## config.mk

```make
export PLATFORM = sky130hd
export DESIGN_NAME = nmru_fifo_set_replacement_top
export DESIGN_NICKNAME = d
export VERILOG_FILES = /design/src/sv/nfsr_pkg.sv /design/src/sv/nfsr_in_stage.sv /design/src/sv/nfsr_set_core.sv /design/src/sv/nfsr_out_stage.sv /design/src/sv/nmru_fifo_set_replacement_top.sv
export SDC_FILE = /design/constraint.sdc
export NUM_CORES = 1
export LEC_CHECK = 0
export BUFFER_PORTS_ARGS = -buffer_cell sky130_fd_sc_hd__buf_2
export CORE_ASPECT_RATIO = 1.25
export CORE_MARGIN = 2
export CORE_UTILIZATION = 45
export DETAILED_ROUTE_END_ITERATION = 10
export GPL_ROUTABILITY_DRIVEN = 0
export PLACE_DENSITY_LB_ADDON = 0.12
export SYNTH_ARGS = -nofsm -noshare
export SYNTH_HDL_FRONTEND = slang
export SYNTH_SLANG_ARGS = --single-unit
```

## constraint.sdc

```tcl
create_clock -name clk -period 4.55 [get_ports clk]
set_input_delay 0.6825 -clock clk [delete_from_list [all_inputs] [get_ports clk]]
set_output_delay 0.6825 -clock clk [all_outputs]
set_load 0.005 [all_outputs]
```

## src/sv/nfsr_pkg.sv

```systemverilog
// ----------------------------------------------------------------------------
// nfsr_pkg: shared types and defaults for the NMRU-FIFO set replacement block
// Beat layouts for both channels, field widths and parameter defaults.
// ----------------------------------------------------------------------------
package nfsr_pkg;

	localparam int WAYS_DEF        = 4;
	localparam int BLOCK_BYTES_DEF = 64;
	localparam int TAG_BITS_DEF    = 32;

	localparam int TAG_IN_W = 32;
	localparam int LINE_W   = 64;
	localparam int OFF_W    = 6;

	// access kinds
	localparam logic KIND_TOUCH = 1'b0;
	localparam logic KIND_FILL  = 1'b1;

	typedef struct packed {
		logic                kind;
		logic [TAG_IN_W-1:0] line_tag;
		logic [OFF_W-1:0]    byte_offset;
	} in_beat_t;

	typedef struct packed {
		logic                evicted;
		logic [TAG_IN_W-1:0] evicted_tag;
		logic [LINE_W-1:0]   line_valid_mask;
		logic                tag_missing;
	} out_beat_t;

endpackage

```

## src/sv/nfsr_in_stage.sv

```systemverilog
// ----------------------------------------------------------------------------
// nfsr_in_stage: input register
// Captures one access beat; holds it while the set logic cannot take it.
// ----------------------------------------------------------------------------
module nfsr_in_stage (
	input  logic              clk,
	input  logic              arst_n,
	input  logic              up_valid,
	output logic              up_stall,
	input  nfsr_pkg::in_beat_t up_beat,
	input  logic              take,
	output logic              valid_s1,
	output nfsr_pkg::in_beat_t beat_s1
);
	import nfsr_pkg::*;

	assign up_stall = valid_s1 & ~take;

	always_ff @(posedge clk or negedge arst_n) begin
		if (!arst_n) begin
			valid_s1 <= 1'b0;
		end else if (!up_stall) begin
			valid_s1 <= up_valid;
		end
	end

	always_ff @(posedge clk) begin
		if (!up_stall && up_valid) begin
			beat_s1 <= up_beat;
		end
	end

endmodule

```

## src/sv/nfsr_set_core.sv

```systemverilog
// ----------------------------------------------------------------------------
// nfsr_set_core: set state and its update logic
// Way tags, per-byte valid bits and the most recent tag; computes the result
// of the beat in the input register and commits the new state on take.
// ----------------------------------------------------------------------------
module nfsr_set_core #(
	parameter int WAYS        = nfsr_pkg::WAYS_DEF,
	parameter int BLOCK_BYTES = nfsr_pkg::BLOCK_BYTES_DEF,
	parameter int TAG_BITS    = nfsr_pkg::TAG_BITS_DEF
) (
	input  logic               clk,
	input  logic               arst_n,
	input  logic               blocking_fetch,
	input  logic               take,
	input  nfsr_pkg::in_beat_t  beat,
	output nfsr_pkg::out_beat_t result
);
	import nfsr_pkg::*;

	localparam int TW = (TAG_BITS < TAG_IN_W) ? TAG_BITS : TAG_IN_W;
	localparam int BB = BLOCK_BYTES;
	// second oldest way, or the oldest when there is only one
	localparam int W1 = (WAYS > 1) ? 1 : 0;

	logic [TW-1:0] tags_q  [WAYS];
	logic [BB-1:0] valid_q [WAYS];
	logic [TW-1:0] recent_q;

	logic [TW-1:0] tags_d  [WAYS];
	logic [BB-1:0] valid_d [WAYS];
	logic [TW-1:0] recent_d;

	logic [TW-1:0]   tag;
	logic [BB-1:0]   fetch;
	logic            skip_oldest;
	logic [WAYS-1:0] hit;
	logic [WAYS-1:0] sel;
	logic            found;

	assign tag = beat.line_tag[TW-1:0];

	always_comb begin
		for (int i = 0; i < BB; i++) begin
			fetch[i] = blocking_fetch | (OFF_W'(i) >= beat.byte_offset);
		end
	end

	assign skip_oldest = (WAYS > 1) && (recent_q == tags_q[0]);

	// lowest matching way wins
	always_comb begin
		logic seen;
		seen = 1'b0;
		for (int i = 0; i < WAYS; i++) begin
			hit[i] = (tags_q[i] == tag);
			sel[i] = hit[i] & ~seen;
			seen   = seen | hit[i];
		end
	end

	assign found = |hit;

	always_comb begin
		logic [BB-1:0] victim_valid;
		logic [TW-1:0] victim_tag;
		logic [BB-1:0] touched;
		victim_valid = skip_oldest ? valid_q[W1] : valid_q[0];
		victim_tag   = skip_oldest ? tags_q[W1]  : tags_q[0];
		touched      = '0;
		for (int i = 0; i < WAYS; i++) begin
			tags_d[i]  = tags_q[i];
			valid_d[i] = valid_q[i];
		end
		recent_d = recent_q;
		result   = '0;
		if (beat.kind == KIND_FILL) begin
			// shift ways above the victim down one place, new line goes last
			for (int i = 0; i < WAYS - 1; i++) begin
				if (i != 0 || !skip_oldest) begin
					tags_d[i]  = tags_q[i+1];
					valid_d[i] = valid_q[i+1];
				end
			end
			tags_d[WAYS-1]  = tag;
			valid_d[WAYS-1] = fetch;
			recent_d        = tag;
			result.evicted         = |victim_valid;
			result.evicted_tag     = (|victim_valid) ? TAG_IN_W'(victim_tag) : '0;
			result.line_valid_mask = LINE_W'(fetch);
		end else if (found) begin
			for (int i = 0; i < WAYS; i++) begin
				if (sel[i]) begin
					valid_d[i] = valid_q[i] | fetch;
					touched    = touched | valid_d[i];
				end
			end
			recent_d               = tag;
			result.line_valid_mask = LINE_W'(touched);
		end else begin
			result.tag_missing = 1'b1;
		end
	end

	always_ff @(posedge clk or negedge arst_n) begin
		if (!arst_n) begin
			for (int i = 0; i < WAYS; i++) begin
				tags_q[i]  <= '0;
				valid_q[i] <= '0;
			end
			recent_q <= '0;
		end else if (take) begin
			for (int i = 0; i < WAYS; i++) begin
				tags_q[i]  <= tags_d[i];
				valid_q[i] <= valid_d[i];
			end
			recent_q <= recent_d;
		end
	end

endmodule

```

## src/sv/nfsr_out_stage.sv

```systemverilog
// ----------------------------------------------------------------------------
// nfsr_out_stage: result register
// Holds one result beat until the consumer takes it.
// ----------------------------------------------------------------------------
module nfsr_out_stage (
	input  logic               clk,
	input  logic               arst_n,
	input  logic               load,
	input  nfsr_pkg::out_beat_t result,
	output logic               ready,
	output logic               valid_s2,
	input  logic               down_stall,
	output nfsr_pkg::out_beat_t beat_s2
);
	import nfsr_pkg::*;

	assign ready = ~valid_s2 | ~down_stall;

	always_ff @(posedge clk or negedge arst_n) begin
		if (!arst_n) begin
			valid_s2 <= 1'b0;
		end else if (ready) begin
			valid_s2 <= load;
		end
	end

	always_ff @(posedge clk) begin
		if (ready && load) begin
			beat_s2 <= result;
		end
	end

endmodule

```

## src/sv/nmru_fifo_set_replacement_top.sv

```systemverilog
// ----------------------------------------------------------------------------
// nmru_fifo_set_replacement_top: NMRU-FIFO replacement for one cache set
// Path from input beat to result beat: input reg, then result reg.
// Throughput: 1 beat per cycle while out_stall does not hold the result; the set state updates on each take.
// Reset (arst_n low): tags, byte valids, recent tag and blocking_fetch clear.
// ----------------------------------------------------------------------------
module nmru_fifo_set_replacement_top #(
	parameter int WAYS        = nfsr_pkg::WAYS_DEF,
	parameter int BLOCK_BYTES = nfsr_pkg::BLOCK_BYTES_DEF,
	parameter int TAG_BITS    = nfsr_pkg::TAG_BITS_DEF
) (
	input  logic               clk,
	input  logic               arst_n,
	// config: single register, write only
	input  logic               cfg_we,
	input  logic               cfg_wdata,
	// access channel
	input  logic               in_valid,
	output logic               in_stall,
	input  nfsr_pkg::in_beat_t  in_beat,
	// result channel
	output logic               out_valid,
	input  logic               out_stall,
	output nfsr_pkg::out_beat_t out_beat
);
	import nfsr_pkg::*;

	// Flow: the input register feeds the set logic; when the result register
	// can load (empty or being drained), the beat is taken, the set state is
	// committed and the result is captured in the same edge. A new access can
	// be accepted while a finished result waits for the consumer.

	logic      blocking_fetch_q;
	logic      valid_s1;
	in_beat_t  beat_s1;
	logic      take;
	logic      out_ready;
	out_beat_t result;

	always_ff @(posedge clk or negedge arst_n) begin
		if (!arst_n) begin
			blocking_fetch_q <= 1'b0;
		end else if (cfg_we) begin
			blocking_fetch_q <= cfg_wdata;
		end
	end

	assign take = valid_s1 & out_ready;

	nfsr_in_stage u_in (
		.clk      (clk),
		.arst_n   (arst_n),
		.up_valid (in_valid),
		.up_stall (in_stall),
		.up_beat  (in_beat),
		.take     (take),
		.valid_s1 (valid_s1),
		.beat_s1  (beat_s1)
	);

	// tag compare, victim pick, way shift and byte-valid merge
	nfsr_set_core #(
		.WAYS        (WAYS),
		.BLOCK_BYTES (BLOCK_BYTES),
		.TAG_BITS    (TAG_BITS)
	) u_core (
		.clk            (clk),
		.arst_n         (arst_n),
		.blocking_fetch (blocking_fetch_q),
		.take           (take),
		.beat           (beat_s1),
		.result         (result)
	);

	nfsr_out_stage u_out (
		.clk        (clk),
		.arst_n     (arst_n),
		.load       (valid_s1),
		.result     (result),
		.ready      (out_ready),
		.valid_s2   (out_valid),
		.down_stall (out_stall),
		.beat_s2    (out_beat)
	);

endmodule

```

==> results of run 1 <==
[routing by layer]
| layer | vias up | wire length (um) | share of wire |
|---|---|---|---|
| li1 | 9091 | - | - |
| met1 | 10300 | 34400 | 0.39 |
| met2 | 823 | 42900 | 0.49 |
| met3 | 222 | 5330 | 0.061 |
| met4 | 4 | 4700 | 0.054 |
| met5 | - | 29 | 0.00033 |
[cell families after synthesis]
kind of cell / after synthesis / synth area share
xor gates and xnor gates: 160 / 0.0522
DFF: 556 / 0.544
AOI/OAI and AO/OA: 634 / 0.171
buffers and inverters: 213 / 0.0374
muxes: 193 / 0.0794
and+or+nand+nor: 677 / 0.116
[registers in the layout, summed over array words and instances, names as in the netlist]
register and count:
u_out.valid_s2 1, u_out.beat_s2 98, u_in.beat_s1 39, u_core.tags_q 128
u_core.valid_q 256, u_in.valid_s1 1, u_core.recent_q 32, blocking_fetch_q 1
[layout by cell type (no fill, tap or decap), types with 22 or more instances in the layout]
cell type,n
dfrtp_1,419
nor2_1,370
mux2_2,154
buf_2,143
edfxtp_1,137
a21oi_1,131
o22a_1,129
xor2_1,128
o21ai_0,95
nor3_1,84
nor4_1,74
a22o_1,74
clkbuf_16,62
nand2_1,48
buf_4,47
a211oi_1,36
mux2i_1,33
xnor2_1,32
o221a_2,29
o21ai_1,27
nand4_1,25
o211ai_1,22
[power by group]
part | switching, W | internal, W | leakage, nW | total [W]
clock | 0.00204 | 0.00282 | 0.947 | 0.00486
sequential | 0.00144 | 0.00650 | 6.14 | 0.00794
combinational | 0.00170 | 0.00152 | 4.83 | 0.00322
total | 0.00518 | 0.0108 | 11.9 | 0.0160
[per-stage QoR]
step,hold slack [ps],utilization
after floorplan,387,-
after global placement,460,0.476
after detailed placement,469,0.476
after CTS,90.6,0.508
after global routing,121,0.508
final,87.6,0.508
[worst paths after layout]
check	startpoint	endpoint	slack, ps
setup reg to reg	u_in.beat_s1[33]	u_out.beat_s2[43]	570
setup / recovery	u_in.beat_s1[33]	u_out.beat_s2[43]	570
max in group asynchronous	arst_n	u_core.valid_q[217]	3430
hold / removal	arst_n	u_core.valid_q[162]	90
hold reg to reg	u_core.valid_q[255]	u_core.valid_q[255]	490
min in group clk	in_beat[5]	u_in.beat_s1[5]	220
[cell type report]
class	instances	area, sq um
multi-input cells	1664	11300
clock buffers	87	1720
flip-flops and latches	556	14600
well taps	765	957
repair buffers	201	1280
inverters	13	52.6
clock inverters	23	213
fillers	5399	29200
[critical path, cell delays in order (launching register included)]
cell	delay (ps)
edfxtp_1	520
xor2_1	210
nor4_1	980
and4_1	460
nand2_1	110
buf_4	320
nand3_1	200
buf_4	390
o221ai_1	170
o221a_2	320
==> results.yml, run 1 <==
timing:
  tns_ps: 0
  drv_slew: 0
  fin_ws_ps: 575
  rsz0062_at_grt: "false"
  layout_min_cycle_time_ps: 3980
  max_freq_mhz: 252
  setup_violations: 0
  finalCritPeriodShare: 0.874
  hold_viol: 0
  worst_pin_slew_ps: 1280
  fin_skew_ps: 38.6
  slew_headroom: 0.140
detailed_routing:
  drtIter0Drc: 2068
  drtPass1Iterations: 6
  viasPerCell: 6.19
  wl_mm: 87.3
  wl_per_cell_um: 26.4
  vias: 20500
  antenna_left: 0
  drc: 0
cts:
  cts_resized: 0
  cts_hold_buf: 0
  cts.sinks: 556
  clkTransAtPathRegs_ps: 60
  h-tree-depth: 2
  root_buffer: "clkbuf_16"
  cts_setup_buffers: 0
  cts_made_buffers: 58
  clockBufferDepth: 3
  insertion_delay_ps: 640
  cts_tree: "done"
die:
  fp.dieH_um: 277
  dieArea_sq_mm: 0.0617
  initial_utilization: 0.453
  io_pins: 145
  row_count: 100
  die_w_um: 222
  coreArea_sq_mm: 0.0593
synthesis:
  synth_area_leaders: "dfrtp_1 (39%), edfxtp_1 (15%), mux2_2 (6.5%)"
  syn_area_sq_mm: 0.0269
  ys_ff_latch: 556
  synth_warnings: 0
  synth_cells: 2433
  synth-edff-count: 137
  ys_seq_area_frac: 0.544
  synth_nets: 2478
  synth_commonest_cells: "dfrtp_1 (419), nor2_1 (370), mux2_2 (154)"
  avgSynthCellArea_sq_um: 11.0
  synth_cell_types: 71
  synthArstFlopShare: 0.754
  ys.flop_type: "dfrtp_1"
  synth_top_area_frac: 0.390
  synth_most_common_cell: "dfrtp_1"
  yosys.area.top_type: "dfrtp_1"
final_layout:
  drive_gt1_frac: 0.200
  final_nets: 2539
  fin_cells: 3309
  fin_area_sq_mm: 0.0301
  synthToLayoutAreaGrowth_pct: 12.2
  n_antenna_cell: 0
placed_design:
  hpwl_mm: 56.4
  place_ws_ps: 638
  io_buffers: 144
  dp.cells: 3199
  placed_cell_area_sq_mm: 0.0282
worst_setup_path:
  crit_arrival_ps: 4340
  cp-end-kind: "register"
  required_ps: 4920
  reg2reg_depth: 9
  startpoint_type: "register"
  path_max_fanout: 36
  criticalPathCategory: "reg -> reg"
global_route:
  track_usage: 0.282
  grt_overflow_total: 0
  grt_max_degree: 170
  grt_util_met2: 0.477
  gr-usage-met1: 0.353
  grt_pass1_wl_mm: 132
  grt_use_met3: 0.0416
  grt_pass1_vias: 20600
  grt_antenna_before_repair: 2
  busiest_layer: "met2"
flow_run:
  maxCapViolations: 0
power:
  p_per_area_mw_per_mm2: 532
  power_w: 0.0160
  p_leak_nw: 11.9
  ir_drop_mv: 0.342
worst_hold_path:
  worstHoldPathType: "in -> async"
status:
  status: "completed"
(Power assumes the default switching activity.)
==> run 2, diff against run 1 <==
--- a/config.mk
+++ b/config.mk
@@ -5,6 +5,7 @@
 export SDC_FILE = /design/constraint.sdc
 export NUM_CORES = 1
 export LEC_CHECK = 0
+export ABC_CLOCK_PERIOD_IN_PS = 4550
 export BUFFER_PORTS_ARGS = -buffer_cell sky130_fd_sc_hd__buf_2
 export CORE_ASPECT_RATIO = 1.25
 export CORE_MARGIN = 2
@@ -12,6 +13,7 @@
 export DETAILED_ROUTE_END_ITERATION = 10
 export GPL_ROUTABILITY_DRIVEN = 0
 export PLACE_DENSITY_LB_ADDON = 0.12
+export REMOVE_ABC_BUFFERS = 1
 export SYNTH_ARGS = -nofsm -noshare
 export SYNTH_HDL_FRONTEND = slang
 export SYNTH_SLANG_ARGS = --single-unit
==> run 2 against run 1 <==
Core utilization up 0.28 points. Final area rose by 0.54%. Clock skew shrank 6.2 ps.
==> results.yml, run 2 (same netlist as run 1, synthesis figures left out) <==
cts:
  cts_resized: 0
  clockBufferDepth: 3
  cts_setup_buffers: 0
  cts_tree: "done"
  root_buffer: "clkbuf_16"
  cts.sinks: 556
  cts_made_buffers: 58
  clkTransAtPathRegs_ps: 70
  cts_hold_buf: 0
  h-tree-depth: 2
  insertion_delay_ps: 640
worst_setup_path:
  crit_arrival_ps: 4130
  cp-end-kind: "register"
  reg2reg_depth: 9
  startpoint_type: "register"
  path_max_fanout: 20
  required_ps: 4930
  criticalPathCategory: "reg -> reg"
die:
  initial_utilization: 0.453
  coreArea_sq_mm: 0.0593
  dieArea_sq_mm: 0.0617
  io_pins: 145
  row_count: 100
  fp.dieH_um: 277
  die_w_um: 222
power:
  swShare: 0.317
  power_w: 0.0160
  seq_power_share: 0.493
  p_per_area_mw_per_mm2: 527
  intPower_w: 0.0109
  power.switching_w: 0.00506
  pwr-share-comb: 0.199
  ir_drop_mv: 0.340
  p_leak_nw: 12.0
  p_clk_frac: 0.308
timing:
  hold_viol: 0
  slew_headroom: 0.182
  hold_slack_ps: 118
  setup_violations: 0
  max_freq_mhz: 267
  rsz0062_at_grt: "false"
  finalCritPeriodShare: 0.824
  layout_min_cycle_time_ps: 3750
  drv_slew: 0
  worst_pin_slew_ps: 1230
  fin_skew_ps: 32.4
final_layout:
  n_antenna_cell: 0
  most-common-layout-cells: "dfrtp_1 (419), nor2_1 (370), mux2_2 (154), buf_2 (143), edfxtp_1 (137)"
  largest_reg_flops: 256
  nFillCells: 5387
  drive_gt1_frac: 0.206
  synthToLayoutAreaGrowth_pct: 12.8
  fin_area_sq_mm: 0.0303
  reg_top3: "u_core.valid_q: 256 flops, u_core.tags_q: 128 flops, u_out.beat_s2: 98 flops"
  top_register: "u_core.valid_q"
  fin_cells: 3321
  final_nets: 2551
  final_common_cell: "dfrtp_1"
global_route:
  grt_max_degree: 201
  track_usage: 0.269
  grt_pass1_wl_mm: 127
  grt_overflow_total: 0
  grt_antenna_before_repair: 0
  grt_pass1_vias: 20500
detailed_routing:
  vias: 20300
  drtPass1Iterations: 7
  viasPerCell: 6.12
  antenna_left: 0
  drc: 0
  wl_per_cell_um: 25.1
  wl_mm: 83.4
  drtIter0Drc: 2167
placed_design:
  placed_cell_area_sq_mm: 0.0283
  io_buffers: 144
  hpwl_mm: 53.5
  dp.cells: 3211
worst_hold_path:
  worstHoldPathType: "in -> async"
flow_run:
  maxCapViolations: 0
status:
  status: "completed"
-- run 2: changes by cell type in the layout (fill, tap and decap cells not counted) --
cell        change
clkinvlp_4      -1
clkinv_2        +2
clkbuf_16       +1
buf_12          +3
clkbuf_8        +4
bufinv_16       -1
clkinv_1        -6
buf_4           +9
inv_4           +1
-- run 2: critical path, stage by stage (launching register included) --
cell	delay, ps
edfxtp_1	490
xor2_1	230
nor4_1	590
and4_1	440
nand2_2	390
nand2_1	380
or3_1	300
inv_2	60
buf_4	220
a211oi_1	420
-- run 2: power by group through the flow --
stage               sequential, W  clock, W  combinational, W
floorplan                 0.00753         0           0.00219
global placement          0.00785         0           0.00313
detailed placement        0.00791         0           0.00321
CTS                       0.00783   0.00501           0.00322
global route              0.00804   0.00519           0.00348
finish                    0.00786   0.00491           0.00318
-- run 2: layout make-up --
class,count,area (sq um),share of cell area
multi-input cells,1664,11300,0.373
flip-flops and latches,556,14600,0.482
clock buffers,92,1800,0.0593
repair buffers,213,1410,0.0466
well taps,765,957,0.0316
inverters,13,51.3,0.00169
clock inverters,18,170,0.00562
-- run 2: stage by stage --
step	TNS, ps	setup slack [ps]	utilization
2_1_floorplan	-2908180	-8450	-
3_3_place_gp	0	1040	0.478
3_5_place_dp	0	935	0.478
4_1_cts	0	924	0.511
5_1_grt	0	795	0.511
6_report	0	799	0.511
-- run 2: path summary, 6_finish.rpt --
| kind | from | to | slack (ps) |
|---|---|---|---|
| hold / removal | arst_n | u_core.valid_q[58] | 120 |
| min in group clk | in_beat[0] | u_in.beat_s1[0] | 230 |
| setup reg to reg | u_in.beat_s1[12] | u_out.beat_s2[48] | 800 |
| setup / recovery | u_in.beat_s1[12] | u_out.beat_s2[48] | 800 |
| hold reg to reg | u_core.valid_q[255] | u_core.valid_q[255] | 490 |
| max in group asynchronous | arst_n | u_core.valid_q[66] | 3370 |
-- run 2: metal layers --
layer	global-route usage	vias up	share of wire
li1	-	9106	-
met1	0.334	10200	0.40
met2	0.461	795	0.50
met3	0.0395	192	0.057
met4	0.128	0	0.048
met5	0	-	0
